File: src/rtl/core/lsnw_pkg.sv
package lsnw_pkg;

    localparam int COORD_W  = 32;
    localparam int OFF_W    = COORD_W + 1;
    localparam int SUM_W    = OFF_W + 2;
    localparam int SQ_W     = 2 * OFF_W;
    localparam int MOM_W    = SQ_W + 2;
    localparam int DET_W    = 2 * MOM_W + 1;
    localparam int LAM_W    = SUM_W + MOM_W + 1;
    localparam int NUM_W    = LAM_W + SUM_W + 2;
    localparam int WGT_W    = 32;
    localparam int FRAC_W   = 28;
    localparam int QUO_W    = WGT_W + 2;
    localparam int MUL_CH   = 34;
    localparam int MUL_LAT  = 5;
    localparam int DIV_LAT  = QUO_W + 4;
    localparam int PIPE_LAT = 3 * MUL_LAT + 4 + DIV_LAT;
    localparam int NCELL    = 4;
    localparam int IN_W     = COORD_W * (2 + 2 * NCELL);
    localparam int OUT_W    = WGT_W * NCELL;
    localparam int USER_W   = 2;

    typedef struct packed {
        logic                         saturated;
        logic                         singular;
        logic [NCELL-1:0][WGT_W-1:0]  weight;
    } result_t;

endpackage

File: src/rtl/core/lsnw_mul.sv
module lsnw_mul #(
    parameter int A_W  = lsnw_pkg::OFF_W,
    parameter int B_W  = lsnw_pkg::OFF_W,
    parameter int CH_W = lsnw_pkg::MUL_CH
) (
    input  logic                        aclk,
    input  logic                        ce,
    input  logic signed [A_W-1:0]       a,
    input  logic signed [B_W-1:0]       b,
    output logic signed [A_W+B_W-1:0]   p
);

    localparam int P_W   = A_W + B_W;
    localparam int NA    = (A_W + CH_W - 1) / CH_W;
    localparam int NB    = (B_W + CH_W - 1) / CH_W;
    localparam int AE_W  = NA * CH_W;
    localparam int BE_W  = NB * CH_W;
    localparam int ROW_W = BE_W + CH_W;
    localparam int TOT_W = AE_W + BE_W;

    logic [A_W-1:0]          ua;
    logic [B_W-1:0]          ub;
    logic [AE_W-1:0]         ma_reg;
    logic [BE_W-1:0]         mb_reg;
    logic [4:1]              sgn_reg;
    logic [2*CH_W-1:0]       pp_reg [NA][NB];
    logic [ROW_W-1:0]        row_reg [NA];
    logic [ROW_W-1:0]        row_next [NA];
    logic [TOT_W-1:0]        tot;
    logic [P_W-1:0]          mag_reg;
    logic signed [P_W-1:0]   p_reg;

    // Magnitudes are split into chunks; one partial product per chunk pair.
    always_comb begin
        ua = a[A_W-1] ? A_W'(-a) : A_W'(a);
        ub = b[B_W-1] ? B_W'(-b) : B_W'(b);
        for (int i = 0; i < NA; i++) begin
            row_next[i] = '0;
            for (int j = 0; j < NB; j++) begin
                row_next[i] = row_next[i] + (ROW_W'(pp_reg[i][j]) << (j * CH_W));
            end
        end
        tot = '0;
        for (int i = 0; i < NA; i++) begin
            tot = tot + (TOT_W'(row_reg[i]) << (i * CH_W));
        end
    end

    always_ff @(posedge aclk) begin
        if (ce) begin
            ma_reg  <= AE_W'(ua);
            mb_reg  <= BE_W'(ub);
            sgn_reg <= {sgn_reg[3:1], a[A_W-1] ^ b[B_W-1]};
            for (int i = 0; i < NA; i++) begin
                for (int j = 0; j < NB; j++) begin
                    pp_reg[i][j] <= (2*CH_W)'(ma_reg[i*CH_W +: CH_W])
                                  * (2*CH_W)'(mb_reg[j*CH_W +: CH_W]);
                end
            end
            row_reg <= row_next;
            mag_reg <= tot[P_W-1:0];
            p_reg   <= sgn_reg[4] ? -$signed(mag_reg) : $signed(mag_reg);
        end
    end

    assign p = p_reg;

endmodule

File: config.mk
export PLATFORM = sky130hd
export DESIGN_NAME = lsnw_mul
export DESIGN_NICKNAME = d
export VERILOG_FILES = /design/src/rtl/core/lsnw_pkg.sv /design/src/rtl/core/lsnw_mul.sv
export SDC_FILE = /design/constraint.sdc
export NUM_CORES = 2
export LEC_CHECK = 0
export BUFFER_PORTS_ARGS = -buffer_cell sky130_fd_sc_hd__clkbuf_2
export CAP_MARGIN = 30
export CORE_MARGIN = 5
export CORE_UTILIZATION = 50
export DETAILED_ROUTE_END_ITERATION = 10
export PLACE_DENSITY = 0.78
export SYNTH_ARGS = -nofsm -noshare
export SYNTH_HDL_FRONTEND = slang
export SYNTH_SLANG_ARGS = --single-unit
File: constraint.sdc
create_clock -name aclk -period 7.9 [get_ports aclk]
set_input_delay 1.58 -clock aclk [delete_from_list [all_inputs] [get_ports aclk]]
set_output_delay 1.58 -clock aclk [all_outputs]
set_load 0.03 [all_outputs]
==> flow_summary_export.csv <==
group,metric,value,unit
status,outcome,"finished, final reports clean",
setup_path,critPathKind,"reg -> reg",
synth,synth_seq_area_share,0.209,
sta,rsz0062_at_grt,"yes",
setup_path,reg2reg_depth,29,
synth,yosysTopAreaCellShare,0.399,
global_routing,grt_pass1_wl,190,mm
setup_path,cp_slowest_stage_delay,530,ps
synth,synth_fp_nets,6011,
routing,routedWlPerCell,19.0,um
sta,fin_worst_skew,39.3,ps
clocking,cts_tree,"built",
setup_path,worst_ep_arrival_time,8180,ps
hold_path,hold_depth,0,
synth,avgSynthCellArea,10.2,sq um
synth,async_flop_share,0,
synth,synth_edf_count,334,
final_layout,fin_nets,6287,
synth,synthFlopType,"edfxtp_1",
synth,yosys_warnings,0,
routing,totalWireLength,119,mm
clocking,cts_hold_buf,0,
clocking,cts_sinks,334,
sta,setup_violations,0,
clocking,clock_path_buffers,3,
global_routing,grt_max_degree,175,
floorplan,die_w,320,um
final_layout,fill_cells,7776,
setup_path,path_max_fanout,7,
routing,vias,33000,
final_layout,area_growth,12.7,%
floorplan,core,95200,sq um
sta,slew_headroom,0.336,
sta,period_share,0.998,
clocking,clkTransAtPathRegs,70,ps
final_layout,antenna_cells,0,
routing,antenna_violating_nets_post_route,0,
sta,layout_min_cycle_time,7890,ps
synth,synth.most_common_cell,"inv_1",
synth,synth_top_area_cell,"fa_1",
setup_path,start_kind,"flip-flop",
global_routing,grt_overflow,0,
clocking,cts_buffers,37,
floorplan,die_h,320,um
synth,synthCells,4717,
clocking,h-tree-depth,2,
synth,synth_common_cells,"inv_1, fa_1, nand2_1",
routing,route.detailed.drc,0,
sta,slew_viol_final,0,
sta,tightest_slew,996,ps
setup_path,cp-end-kind,"flip-flop",
synth,netlist_area,48100,sq um
setup_path,worst_path_most_repeated_cell,"fa_1",
final_layout,finalCoreUtilization,0.570,
setup_path,cpMaxStageDelayCell,"fa_1",
floorplan,die_area,102000,sq um
hold_path,min_from,"row_reg[15]",
placed_design,gp_congestion,0.926,
synth,synth_area_leaders,"fa_1, edfxtp_1, inv_1",
floorplan,start_util,0.505,
routing,drt_first_pass_iters,5,
setup_path,required,8200,ps
setup_path,r2r_start,"mb_reg[12]",
floorplan,io_pins,134,
clocking,clkLatencyLatePin,580,ps
routing,initialDrtViolationCount,2791,
final_layout,drive_gt1_frac,0.127,
global_routing,grt_antenna_before_repair,1,
synth,synth-seq-cells,334,
final_layout,multiInputGateArea,33800,sq um
final_layout,regArea,10000,sq um
setup_path,startpoint,"mb_reg[12]",
placed_design,dp_hpwl,98.5,mm
sta,fmax,127,MHz
global_routing,grt_pass1_vias,35000,
placed_design,io_buffers,133,
hold_path,hold_class,"reg -> reg",
run,cap_violations,0,
floorplan,rows,113,
clocking,root_buffer,"clkbuf_16",
global_routing,grt_usage,0.232,
sta,hold_viol,0,
routing,viasPerCell,5.25,
synth,synth_cell_types,63,
[per-stage QoR]
step	instances	area [sq um]	hold slack [ps]	worst slack (ps)	TNS [ps]
floorplan	4717	48100	400	71.6	0
global placement	6169	51800	402	-715	-5030
detailed placement	6169	51800	405	-801	-6180
CTS	6241	53200	400	4.69	0
global route	6285	54200	406	-189	-1410
finish	6285	54200	401	12.3	0
[what timing repair did]
item / in CTS / in global routing
gates cloned: 0 / 3
setup buffers: 6 / 41
pin swaps: 11 / 70
setup endpoints to repair: 16 / 25
gates resized for setup: 35 / 140
[worst paths after layout]
check | end | slack [ps]
hold reg to reg | mag_reg[15] | 400
hold / removal | mag_reg[15] | 400
setup reg to reg | pp_reg[0][60] | 10
setup / recovery | pp_reg[0][60] | 10
[critical path: cells and delay by family, from the launching register on]
family | cells | cell delay [ps]
flops | 1 | 420
fa+ha+maj | 9 | 3970
simple gates | 3 | 300
buf+inv | 9 | 1040
xor+xnor | 1 | 140
compound gates | 7 | 1730
[layer usage]
metal / part of all wire / up-vias / track usage
li1: - / 14700 / -
met1: 0.42 / 16600 / 0.329
met2: 0.45 / 1460 / 0.366
met3: 0.11 / 203 / 0.0647
met4: 0.021 / 0 / 0.0459
met5: 0 / - / 0
[cell usage in the layout (no fill, tap or decap), types with 16 or more instances in the layout]
cell type,count
a21oi_1,56
o31ai_1,35
a21o_1,38
edfxtp_1,334
nor2_1,49
and2_1,551
buf_6,29
buf_12,19
clkbuf_16,37
clkbuf_2,132
xor2_1,24
xnor2_1,161
or3_1,16
ha_1,252
buf_4,280
fa_1,943
o21ai_0,71
inv_1,1036
o41ai_1,19
nand2_1,618
or4_1,19
[cells by family (layout without fill, tap and decap cells)]
logic type                 count (synthesis)  count (layout)  synth area share
AOI/OAI and AO/OA                        309             309            0.0419
xor gates and xnor gates                 186             186            0.0339
adders and majority gates               1226            1226             0.469
buffers and inverters                   1282            1585             0.100
DFF                                      334             334             0.209
and+or+nand+nor                         1380            1380             0.147
[layout make-up]
| type | instances | share of cell area |
|---|---|---|
| Clock buffer | 47 | 0.0178 |
| Clock inverter | 19 | 0.00536 |
| Timing Repair Buffer | 471 | 0.0665 |
| Multi-Input combinational cell | 3101 | 0.623 |
| Inverter | 1048 | 0.0726 |
| Tap cell | 1265 | 0.0292 |
| Sequential cell | 334 | 0.185 |
Power is left out: the tool's default activity adds up to more than one toggle a clock period on the data nets, which glitch-free logic cannot reach.
