File: config.mk
export PLATFORM = sky130hd
export DESIGN_NAME = lsnw_skid
export DESIGN_NICKNAME = d
export VERILOG_FILES = /design/src/rtl/core/lsnw_pkg.sv /design/src/rtl/core/lsnw_skid.sv
export SDC_FILE = /design/constraint.sdc
export NUM_CORES = 1
export LEC_CHECK = 0
export BUFFER_PORTS_ARGS = -buffer_cell sky130_fd_sc_hd__clkbuf_2
export CAP_MARGIN = 25
export CORE_MARGIN = 3
export CORE_UTILIZATION = 35
export DETAILED_ROUTE_END_ITERATION = 10
export PLACE_DENSITY = 0.55
export SETUP_SLACK_MARGIN = 0.1
export SYNTH_ARGS = -nofsm -noshare
export SYNTH_HDL_FRONTEND = slang
export SYNTH_SLANG_ARGS = --single-unit
File: constraint.sdc
create_clock -name aclk -period 36 [get_ports aclk]
set_input_delay 1.8 -clock aclk [delete_from_list [all_inputs] [get_ports aclk]]
set_output_delay 1.8 -clock aclk [all_outputs]
set_load 0.1 [all_outputs]
File: src/rtl/core/lsnw_pkg.sv
package lsnw_pkg;

    localparam int COORD_W  = 32;
    localparam int OFF_W    = COORD_W + 1;
    localparam int SUM_W    = OFF_W + 2;
    localparam int SQ_W     = 2 * OFF_W;
    localparam int MOM_W    = SQ_W + 2;
    localparam int DET_W    = 2 * MOM_W + 1;
    localparam int LAM_W    = SUM_W + MOM_W + 1;
    localparam int NUM_W    = LAM_W + SUM_W + 2;
    localparam int WGT_W    = 32;
    localparam int FRAC_W   = 28;
    localparam int QUO_W    = WGT_W + 2;
    localparam int MUL_CH   = 34;
    localparam int MUL_LAT  = 5;
    localparam int DIV_LAT  = QUO_W + 4;
    localparam int PIPE_LAT = 3 * MUL_LAT + 4 + DIV_LAT;
    localparam int NCELL    = 4;
    localparam int IN_W     = COORD_W * (2 + 2 * NCELL);
    localparam int OUT_W    = WGT_W * NCELL;
    localparam int USER_W   = 2;

    typedef struct packed {
        logic                         saturated;
        logic                         singular;
        logic [NCELL-1:0][WGT_W-1:0]  weight;
    } result_t;

endpackage

File: src/rtl/core/lsnw_skid.sv
module lsnw_skid (
    input  logic                aclk,
    input  logic                aresetn,
    input  logic                in_valid,
    output logic                in_ready,
    input  lsnw_pkg::result_t   in_data,
    output logic                out_valid,
    input  logic                out_ready,
    output lsnw_pkg::result_t   out_data
);

    import lsnw_pkg::*;

    logic     out_valid_reg;
    logic     hold_valid_reg;
    result_t  out_data_reg;
    result_t  hold_data_reg;
    logic     free;
    logic     in_fire;

    assign in_ready = !hold_valid_reg;
    assign in_fire  = in_valid && in_ready;
    assign free     = !out_valid_reg || out_ready;

    always_ff @(posedge aclk) begin
        if (!aresetn) begin
            out_valid_reg  <= 1'b0;
            hold_valid_reg <= 1'b0;
        end else begin
            if (free) begin
                out_valid_reg  <= hold_valid_reg || in_fire;
                hold_valid_reg <= 1'b0;
            end else if (in_fire) begin
                hold_valid_reg <= 1'b1;
            end
        end
    end

    always_ff @(posedge aclk) begin
        if (free) begin
            out_data_reg <= hold_valid_reg ? hold_data_reg : in_data;
        end else if (in_fire) begin
            hold_data_reg <= in_data;
        end
    end

    assign out_valid = out_valid_reg;
    assign out_data  = out_data_reg;

endmodule

==> results of run 1 <==
worst register-to-register path: cells and delay by family, from the launching register on:
kind	cells	cell delay (ns)
buf+inv	2	1.44
simple gates	2	0.70
flops	1	0.38
final cells by class:
cell class / instances / share of cell area, %
clock buffer: 30 / 5.83
clock inverter: 24 / 2.49
inverter: 1 / 0.0300
multi-input combinational: 135 / 14.1
sequential: 262 / 62.8
tap: 372 / 3.72
timing repair buffer: 272 / 11.0
through the flow:
stage / util (%) / cell area, µm² / worst slack [ns]
after detailed placement: 42.2 / 11500 / 31.39
final: 46.0 / 12500 / 32.03
after global routing: 46.0 / 12500 / 31.83
after global placement: 42.2 / 11500 / 31.45
after floorplan: - / 9740 / 20.40
after CTS: 46.0 / 12500 / 31.96
power by group through the flow:
stage | Sequential (mW) | Clock [mW] | Combinational [mW]
final | 0.358 | 0.318 | 0.123
after global routing | 0.359 | 0.341 | 0.127
after CTS | 0.358 | 0.328 | 0.124
after detailed placement | 0.364 | 0 | 0.124
after global placement | 0.364 | 0 | 0.123
after floorplan | 0.450 | 0 | 0.0162
final timing paths:
| path | end | slack, ns | from | depth (start not counted) |
|---|---|---|---|---|
| setup reg to reg | hold_data_reg[127] | 33.08 | out_valid | 4 |
| hold / removal | out_data[84] | 0.54 | hold_data_reg[84] | 1 |
| hold reg to reg | out_data[84] | 0.54 | hold_data_reg[84] | 1 |
| setup / recovery | hold_data_reg[127] | 32.03 | out_ready | 5 |
cells by family after synthesis:
family	share of synthesized area [%]
buf+inv	1.39
simple gates	0.334
compound gates	0.0771
flops	80.6
mux	17.6
per-layer routing:
metal | GRT usage, % | vias to the layer above | part of all wire, %
met3 | 4.41 | 29 | 8.4
met2 | 20.6 | 196 | 48
met1 | 15.7 | 2474 | 41
met5 | 0 | - | 0
met4 | 3.75 | 0 | 2.4
li1 | - | 2241 | -
cells in the final DEF, fill, tap and decap left out, drive strengths merged:
master and n:
a21boi 1, buf 7, bufinv 7, clkbuf 295
clkinv 12, clkinvlp 2, dfxtp 2, edfxtp 260
inv 4, mux2 130, nand2b 1, nor2 1
nor3b 2
==> metrics.md, run 1 <==
| Metric | Value |
|---|---|
| Outcome | completed |
| Clock skew | 0.0212 ns |
| Die Width | 173 µm |
| Crit path time final | 3.97 ns |
| Count of state elements after synthesis | 262 |
| Async SR Flop Fraction | 0% |
| Syn_nets | 547 |
| Clock Power Share | 39.8% |
| Antenna Nets Post-Route | 0 |
| Placer congestion estimate | 0.747 |
| Largest net degree at the start of global routing | 65 |
| Post-Syn Area | 9740 µm² |
| Port Buf Inserts | 265 |
| Synth area leader | edfxtp_1 |
| Max clock buf depth | 3 |
| Setup TNS | 0 ns |
| Core region area | 27200 µm² |
| Fill cells | 2408 |
| Biggest cell delay along the critical path | 0.81 ns |
| Area taken by multi-input logic gates | 1770 µm² |
| Inst Count DP | 1042 |
| Setup crit start kind | primary input |
| Sw Pwr | 0.225 mW |
| Reg area | 7850 µm² |
| All-layer global routing usage | 12.5% |
| Die height | 173 µm |
| GRT Residual Overflow | 0 |
| CTS resizes | 0 |
| Lkg Pwr | 4.90 nW |
| CP Buf/Inv Count | 3 |
| CP delay by family, top | buffers and inverters |
| Post-synth top cells | edfxtp_1, mux2_4, mux2_2, buf_6, buf_2 |
| Antenna diodes | 0 |
| Tightest Hold Check Type | flip-flop to flip-flop |
| Hold buffers post-CTS | 0 |
| Pwr Total | 0.799 mW |
| Via count | 4940 |
| Syn. warnings | 0 |
| Pint | 0.573 mW |
| Post-Route WL | 19400 µm |
| CTS tree | done |
| Critical Setup Path Class | primary input to flip-flop |
| Critical Path End Type | flip-flop |
| CP Cell Sequence | clkbuf_2, nand2b_4, nor3b_2, buf_4, buf_4 |
| Final layout net count | 835 |
| First-iteration detailed-routing DRC count | 318 |
| Worst-skew pair later-pin latency | 0.54 ns |
| Final Hold Viols | 0 |
| Most common cell in the netlist | edfxtp_1 |
| CP required | 36.15 ns |
| Ys flop type | edfxtp_1 |
| Max cap viols | 0 |
| DRC Markers | 0 |
| Top cell type's share of synthesized area | 80.2% |
| CTS buffer count | 29 |
| DIE AREA | 29900 µm² |
| Flop pwr share | 44.8% |
| Cell Rows | 60 |
| Top achievable clock speed | 0.252 GHz |
| Initial core utilization | 35.8% |
| Worst-case vdd ir drop | 0.0399 mV |
| Root Buffer | clkbuf_16 |
| First-pass GRT wire length | 30100 µm |
| Fin. max-slew vios | 0 |
| Post-CTS Setup Bufs | 0 |
| Final period utilization | 11.0% |
| Clk sinks | 262 |
| Via density | 4.51 |
| Share of cells above drive strength 1 | 63.1% |
| Clock slew at reported path FFs | 0.06 ns |
| H-tree depth | 1 |
| Worst EP arrival | 4.12 ns |
| Vias in the first global route | 5244 |
| Slowest stage cell, crit path | buf_4 |
| Post-synthesis cell type count | 12 |
| Cell repeated most along the worst path | buf_4 |
| Power share of the combinational group | 15.4% |
| Worst-Margin Slew | 0.877 ns |
| Switching part of the total | 28.2% |
| DRT Pass-1 Iters | 4 |
| Ranking of synthesized cells by area | edfxtp_1, mux2_4, mux2_2 |
| Slew headroom | 41.5% |
| Part of the Yosys area used for sequential elements | 80.6% |
| PD cells | 63.8 nW/µm² |
| Num ports | 266 |
| DP HPWL | 13000 µm |
| Fin Hold WS | 0.538 ns |
| P&R area growth vs syn | 28.4% |
| RSZ-0062 raised after global routing | no |
| Avg Inst Size Synth | 23.6 µm² |
| Final setup viols | 0 |
| Drt wl/cell | 17.7 µm |
| Initial antenna violation count | 0 |
| Post-synth EDFFs | 260 |
| Cells after Synth | 413 |
| Crit-path max FO | 64 |
| Fin cells | 1096 |
(Power assumes the default switching activity.)
==> inputs of run 2 (changes only) <==
--- a/config.mk
+++ b/config.mk
@@ -5,12 +5,13 @@
 export SDC_FILE = /design/constraint.sdc
 export NUM_CORES = 1
 export LEC_CHECK = 0
+export ABC_AREA = 1
 export BUFFER_PORTS_ARGS = -buffer_cell sky130_fd_sc_hd__clkbuf_2
 export CAP_MARGIN = 25
 export CORE_MARGIN = 3
 export CORE_UTILIZATION = 35
 export DETAILED_ROUTE_END_ITERATION = 10
-export PLACE_DENSITY = 0.55
+export PLACE_DENSITY = 0.57
 export SETUP_SLACK_MARGIN = 0.1
 export SYNTH_ARGS = -nofsm -noshare
 export SYNTH_HDL_FRONTEND = slang
==> constraint.sdc (replaced) <==
create_clock -name aclk -period 3.45 [get_ports aclk]
set_input_delay 0.1725 -clock aclk [delete_from_list [all_inputs] [get_ports aclk]]
set_output_delay 0.1725 -clock aclk [all_outputs]
set_load 0.1 [all_outputs]
==> run 2 against run 1 <==
Setup slack got worse by 31 ns; hold slack worse by 0.47 ns; critical path type is now flip-flop to flip-flop; count of clock-buffer cells in the layout unchanged; total power rose to 11 times the previous value; via count grew 29%; die area down 1.7%.
==> metrics.md, run 2 <==
| Metric | Value |
|---|---|
| Outcome | completed |
| Post-synthesis cell type count | 11 (-1) |
| Fin. max-slew vios | 0 (unchanged) |
| Async SR Flop Fraction | 0% (unchanged) |
| DRT Pass-1 Iters | 5 (+1) |
| GRT Residual Overflow | 0 (unchanged) |
| DP HPWL | 13100 µm (+0.67%) |
| DRC Markers | 0 (unchanged) |
| Slowest stage cell, crit path | dfxtp_4 |
| Port Buf Inserts | 265 (unchanged) |
| Avg Inst Size Synth | 13.8 µm² (-41%) |
| Synth Area in Adders | 0% (unchanged) |
| Slew headroom | 39.5% (-2.0 points) |
| Fin cells | 1454 (+33%) |
| Clk sinks | 262 (unchanged) |
| CP required | 3.91 ns (-32.24 ns) |
| Worst-skew pair later-pin latency | 0.52 ns (-0.02 ns) |
| Final layout net count | 1231 (+47%) |
| Final period utilization | 73.4% |
| Tightest Hold Check Type | primary input to flip-flop |
| Antenna diodes | 0 (unchanged) |
| Placer congestion estimate | 0.738 (-1.2%) |
| Final Hold Viols | 0 (unchanged) |
| Compound-cell area share of the yosys netlist | 0.0523% (-0.025 points) |
| Cell Area, Placed | 11200 µm² (-2.4%) |
| Fin Hold WS | 0.0633 ns (-0.475 ns) |
| Worst hold endpoint | out_valid |
| RR Endpoint | out_valid |
| Drt wl/cell | 15.1 µm (-14%) |
| Design area | 13500 µm² (+8.1%) |
| CP Cell Sequence | buf_4, o21ai_0, dlygate4sd3_1, nand2_1 |
| All-layer global routing usage | 14.4% (+1.9 points) |
| Initial core utilization | 36.2% (+0.37 points) |
| P&R area growth vs syn | 41.3% |
| Via density | 4.40 (-2.4%) |
| Worst-case vdd ir drop | 0.332 mV (+730%) |
| Antenna Nets Post-Route | 0 (unchanged) |
| Xor/xnor cell area share of the yosys netlist | 0% (unchanged) |
| Max clock buf depth | 3 (unchanged) |
| Post-Route WL | 22000 µm (+14%) |
| Fill cells | 2289 (-4.9%) |
| R2R Setup Slk | 0.92 ns (-32.16 ns) |
| Num ports | 266 (unchanged) |
| Worst Reg-to-Reg Cells | 4 (unchanged) |
| DIE AREA | 29400 µm² (-1.7%) |
| Lkg Pwr | 5.85 nW (+19%) |
| Clock skew | 0.00555 ns (-0.0156 ns) |
| Largest net degree at the start of global routing | 132 (+100%) |
| Critical Path End Type | flip-flop |
| Post-synthesis mux area share | 0% (-18 points) |
| Post-synth top cells | nand2_1, edfxtp_1, buf_2, buf_6, nor2_1 |
| Post-Syn Area | 9570 µm² (-1.8%) |
| Via count | 6396 (+29%) |
| Ranking of synthesized cells by area | edfxtp_1, nand2_1, buf_6 |
| Placement Setup Slack | 1.34 ns (-30.05 ns) |
| Simple-Gate Fraction of Synth Area | 15.6% (+15 points) |
| Commonest cells after routing, fill and taps aside | nand2_1, clkbuf_2, edfxtp_1 |
| Vias in the first global route | 6296 (+20%) |
| H-tree depth | 1 (unchanged) |
| Worst EP arrival | 2.99 ns (-1.13 ns) |
| Syn_nets | 825 (+51%) |
| Synth area leader | edfxtp_1 |
| Core region area | 26400 µm² (-2.8%) |
| Clock slew at reported path FFs | 0.06 ns (about the same) |
| First-pass GRT wire length | 33800 µm (+12%) |
| Crit path time final | 2.53 ns |
| Inst Count DP | 1267 (+22%) |
| Max cap viols | 0 (unchanged) |
| First-iteration detailed-routing DRC count | 368 (+16%) |
| Crit path launch | hold_valid_reg |
| Final setup viols | 0 (unchanged) |
| CP Buf/Inv Count | 2 (-1) |
| CTS buffer count | 29 (unchanged) |
| Die Width | 171 µm (-0.85%) |
| Ys flop type | edfxtp_1 |
| RSZ-0062 raised after global routing | no |
| PD cells | 622 nW/µm² (+870%) |
| CTS tree | done |
| Largest family of logic cells by synthesized area | simple AND/OR/NAND/NOR gates |
| Biggest cell delay along the critical path | 0.78 ns (-0.03 ns) |
| Top achievable clock speed | 0.395 GHz |
| Worst-Margin Slew | 0.908 ns (+0.0304 ns) |
| Part of the Yosys area used for sequential elements | 82.0% (+1.4 points) |
| Worst Hold Launch | out_ready |
| Most common cell in the netlist | nand2_1 |
| Pwr Total | 8.41 mW (+950%) |
| Share of cells above drive strength 1 | 29.0% (-34 points) |
| Top cell type's share of synthesized area | 81.6% (+1.4 points) |
| Crit-path max FO | 71 (+11%) |
| Commonest non-fill, non-tap cell in the layout | nand2_1 |
| Count of state elements after synthesis | 262 (unchanged) |
| Critical Setup Path Class | flip-flop to flip-flop |
| Cell Rows | 59 (-1.7%) |
| Syn. warnings | 0 (unchanged) |
| Die height | 171 µm (-0.85%) |
| WHS Path Cells | 4 (+3) |
| Post-synth EDFFs | 260 (unchanged) |
| Post-CTS Setup Bufs | 0 (unchanged) |
| Final WS setup | 0.919 ns (-31.12 ns) |
| Cells after Synth | 691 (+67%) |
| Initial antenna violation count | 1 (+1) |
| CP delay by family, top | buffers and inverters |
| Root Buffer | clkbuf_16 |
| Reg2reg start | hold_valid_reg |
| Setup crit start kind | flip-flop |
## run 2: metal layers
| metal | global-route usage [%] | share of wire (%) | up-vias |
|---|---|---|---|
| met5 | 0 | 0.059 | - |
| met2 | 24.5 | 49 | 222 |
| met1 | 18.8 | 42 | 2969 |
| met4 | 4.76 | 3.0 | 2 |
| met3 | 2.69 | 5.8 | 47 |
| li1 | - | - | 3156 |
## run 2: how the worst max path moves through the flow
stage | end | slack (ns) | depth (start not counted)
after floorplan | hold_data_reg[0] | -0.14 | 2
after global placement | out_data[5] | 1.37 | 4
after detailed placement | hold_data_reg[112] | 1.34 | 5
after CTS | in_ready | 0.90 | 3
after global routing | out_valid | 0.79 | 4
final | out_valid | 0.92 | 4
## run 2: worst min-delay path: cells and delay by family
family,cells,cell delay (ns)
buffers and inverters,2,0.19
and+or+nand+nor,2,0.19
## run 2: logic make-up (layout without fill, tap and decap cells)
kind of cell | count (synthesis) | after routing
flops | 262 | 262
buf+inv | 31 | 459
simple gates | 397 | 397
compound gates | 1 | 1
## run 2: area by class of cell
| class | instances | area, µm² | area share [%] |
|---|---|---|---|
| timing repair buffer | 404 | 2730 | 20.2 |
| tap | 335 | 419 | 3.10 |
| multi-input combinational | 398 | 1520 | 11.2 |
| inverter | 2 | 10.0 | 0.0740 |
| clock inverter | 23 | 256 | 1.90 |
| clock buffer | 30 | 729 | 5.40 |
| sequential | 262 | 7860 | 58.1 |
## run 2: per-stage QoR
step / utilization, % / setup TNS, ns
floorplan: - / -17.94
global placement: 42.4 / 0
detailed placement: 42.4 / 0
CTS: 51.2 / 0
global route: 51.2 / 0
finish: 51.2 / 0
## run 2: what timing repair did
action	4_1_cts	5_1_grt
resized for setup	0	0
setup endpoints to repair	0	0
hold endpoints to repair	262	0
hold buffers	134	0
## run 2: power by group
group          total, mW  internal (mW)  switching [mW]
combinational       1.50          0.277            1.23
sequential          3.77           3.71          0.0608
clock               3.14           1.91            1.23
==> inputs of run 3 (changes only) <==
==> constraint.sdc (replaced) <==
create_clock -name aclk -period 2.1 [get_ports aclk]
set_input_delay 0.105 -clock aclk [delete_from_list [all_inputs] [get_ports aclk]]
set_output_delay 0.105 -clock aclk [all_outputs]
set_load 0.1 [all_outputs]
==> run 3 against run 2 <==
Clock power rose by 47%; total power grew 58%; critical path depth fell by 1; flip-flop and latch count unchanged; largest power group unchanged; register-to-register slack got worse by 0.49 ns; sequential power rose by 64%; first-iteration DRC count decreased by 9.0%; core utilization fell by 0.18 points.
==> metrics.md, run 3 (synthesis results as in run 2) <==
| Metric | Value |
|---|---|
| Outcome | completed |
| First-pass GRT wire length | 34600 µm (+2.4%) |
| GRT Residual Overflow | 0 (unchanged) |
| Commonest non-fill, non-tap cell in the layout | nand2_1 |
| Final layout net count | 1232 (+0.081%) |
| Fin. max-slew vios | 0 (unchanged) |
| Crit path time final | 1.88 ns |
| Vias in the first global route | 6525 (+3.6%) |
| Clock skew | 0.0106 ns (+0.00501 ns) |
| Worst-skew pair later-pin latency | 0.53 ns (about the same) |
| PD cells | 987 nW/µm² (+59%) |
| Drt wl/cell | 15.4 µm (+1.9%) |
| Core region area | 26400 µm² (unchanged) |
| RSZ-0062 raised after global routing | no |
| Slew headroom | 50.8% (+11 points) |
| Via count | 6394 (-0.031%) |
| Top achievable clock speed | 0.532 GHz |
| Tightest Hold Check Type | primary input to flip-flop |
| Final period utilization | 89.5% |
| Worst-Margin Slew | 0.739 ns (-0.169 ns) |
| Port Buf Inserts | 265 (unchanged) |
| Initial antenna violation count | 1 (unchanged) |
| P&R area growth vs syn | 40.8% |
| DRC Markers | 0 (unchanged) |
| Final setup viols | 0 (unchanged) |
| Design area | 13500 µm² (-0.35%) |
| DP HPWL | 12700 µm (-3.4%) |
| Crit-path max FO | 131 (+85%) |
| Commonest cells after routing, fill and taps aside | nand2_1, clkbuf_2, edfxtp_1 |
| All-layer global routing usage | 14.7% (+0.30 points) |
| Max clock buf depth | 3 (unchanged) |
| Largest net degree at the start of global routing | 133 (+0.76%) |
| Placer congestion estimate | 0.761 (+3.1%) |
| DIE AREA | 29400 µm² (unchanged) |
| CP required | 2.00 ns (-1.91 ns) |
| Critical Setup Path Class | flip-flop to primary output |
| Clock slew at reported path FFs | 0.06 ns (about the same) |
| Lkg Pwr | 5.82 nW (-0.51%) |
| Critical Path End Type | primary output |
| Root Buffer | clkbuf_16 |
| Share of cells above drive strength 1 | 27.7% (-1.4 points) |
| DRT Pass-1 Iters | 6 (+1) |
| Die Width | 171 µm (unchanged) |
| Clk sinks | 262 (unchanged) |
| Worst EP arrival | 1.77 ns (-1.22 ns) |
| Antenna diodes | 0 (unchanged) |
| Fin cells | 1452 (-0.14%) |
| Antenna Nets Post-Route | 0 (unchanged) |
| Inst Count DP | 1268 (+0.079%) |
| Worst-case vdd ir drop | 0.605 mV (+82%) |
| H-tree depth | 1 (unchanged) |
| Setup crit start kind | flip-flop |
| Final Hold Viols | 0 (unchanged) |
| Post-Route WL | 22400 µm (+1.8%) |
| CTS buffer count | 28 (-3.4%) |
| CTS tree | done |
| Cell Area, Placed | 11300 µm² (+0.65%) |
| Fill cells | 2299 (+0.44%) |
| Die height | 171 µm (unchanged) |
| Initial core utilization | 36.2% (unchanged) |
| Num ports | 266 (unchanged) |
| Post-CTS Setup Bufs | 0 (unchanged) |
| Cell Rows | 59 (unchanged) |
| Max cap viols | 0 (unchanged) |
| First-iteration detailed-routing DRC count | 335 (-9.0%) |
| Via density | 4.40 (+0.11%) |
run 3: worst paths after layout:
check / startpoint / endpoint / slack (ns) / cells past startpoint
max: hold_valid_reg / in_ready / 0.22 / 3
min: in_data[111] / hold_data_reg[111] / 0.31 / 2
max reg2reg: hold_valid_reg / out_valid / 0.43 / 4
min reg2reg: hold_data_reg[67] / out_data[67] / 0.51 / 2
run 3: layout make-up:
type | count | area [µm²] | share of cell area [%]
Clock inverter | 12 | 100 | 0.743
Timing Repair Buffer | 406 | 2810 | 20.9
Multi-Input combinational cell | 398 | 1520 | 11.3
Clock buffer | 37 | 756 | 5.61
Tap cell | 335 | 419 | 3.11
Inverter | 2 | 10.0 | 0.0743
Sequential cell | 262 | 7860 | 58.3
run 3: per-layer routing:
layer / GRT usage, % / up-vias / routed length [µm]
met3: 3.17 / 49 / 1310
met1: 18.8 / 2985 / 9550
met4: 4.90 / 2 / 693
li1: - / 3155 / -
met5: 0 / - / 13
met2: 25.1 / 203 / 10800
run 3: timing repair:
action	CTS	global route
hold buffers	135	0
hold endpoints to repair	262	0
resized for setup	0	0
run 3: report_power, final:
group	switching, mW	internal, mW
logic	2.03	0.467
registers	0.0822	6.09
clock network	1.89	2.74
total	4.00	9.30
run 3: worst max-delay path, cell delays in order (launching register included):
cell	delay [ns]
dfxtp_4	0.36
inv_4	0.06
buf_12	0.39
buf_12	0.26
run 3: stage by stage:
step / setup WS, ns / setup TNS [ns] / hold WS [ns] / util, % / power (mW)
6_report: 0.221 / 0 / 0.311 / 51.0 / 13.3
5_1_grt: 0.126 / 0 / 0.289 / 51.0 / 13.8
2_1_floorplan: -1.49 / -193.44 / 0.204 / - / 8.12
3_3_place_gp: 0.706 / 0 / 0.299 / 42.6 / 8.57
3_5_place_dp: 0.706 / 0 / 0.299 / 42.6 / 8.58
4_1_cts: 0.226 / 0 / 0.273 / 51.0 / 13.5
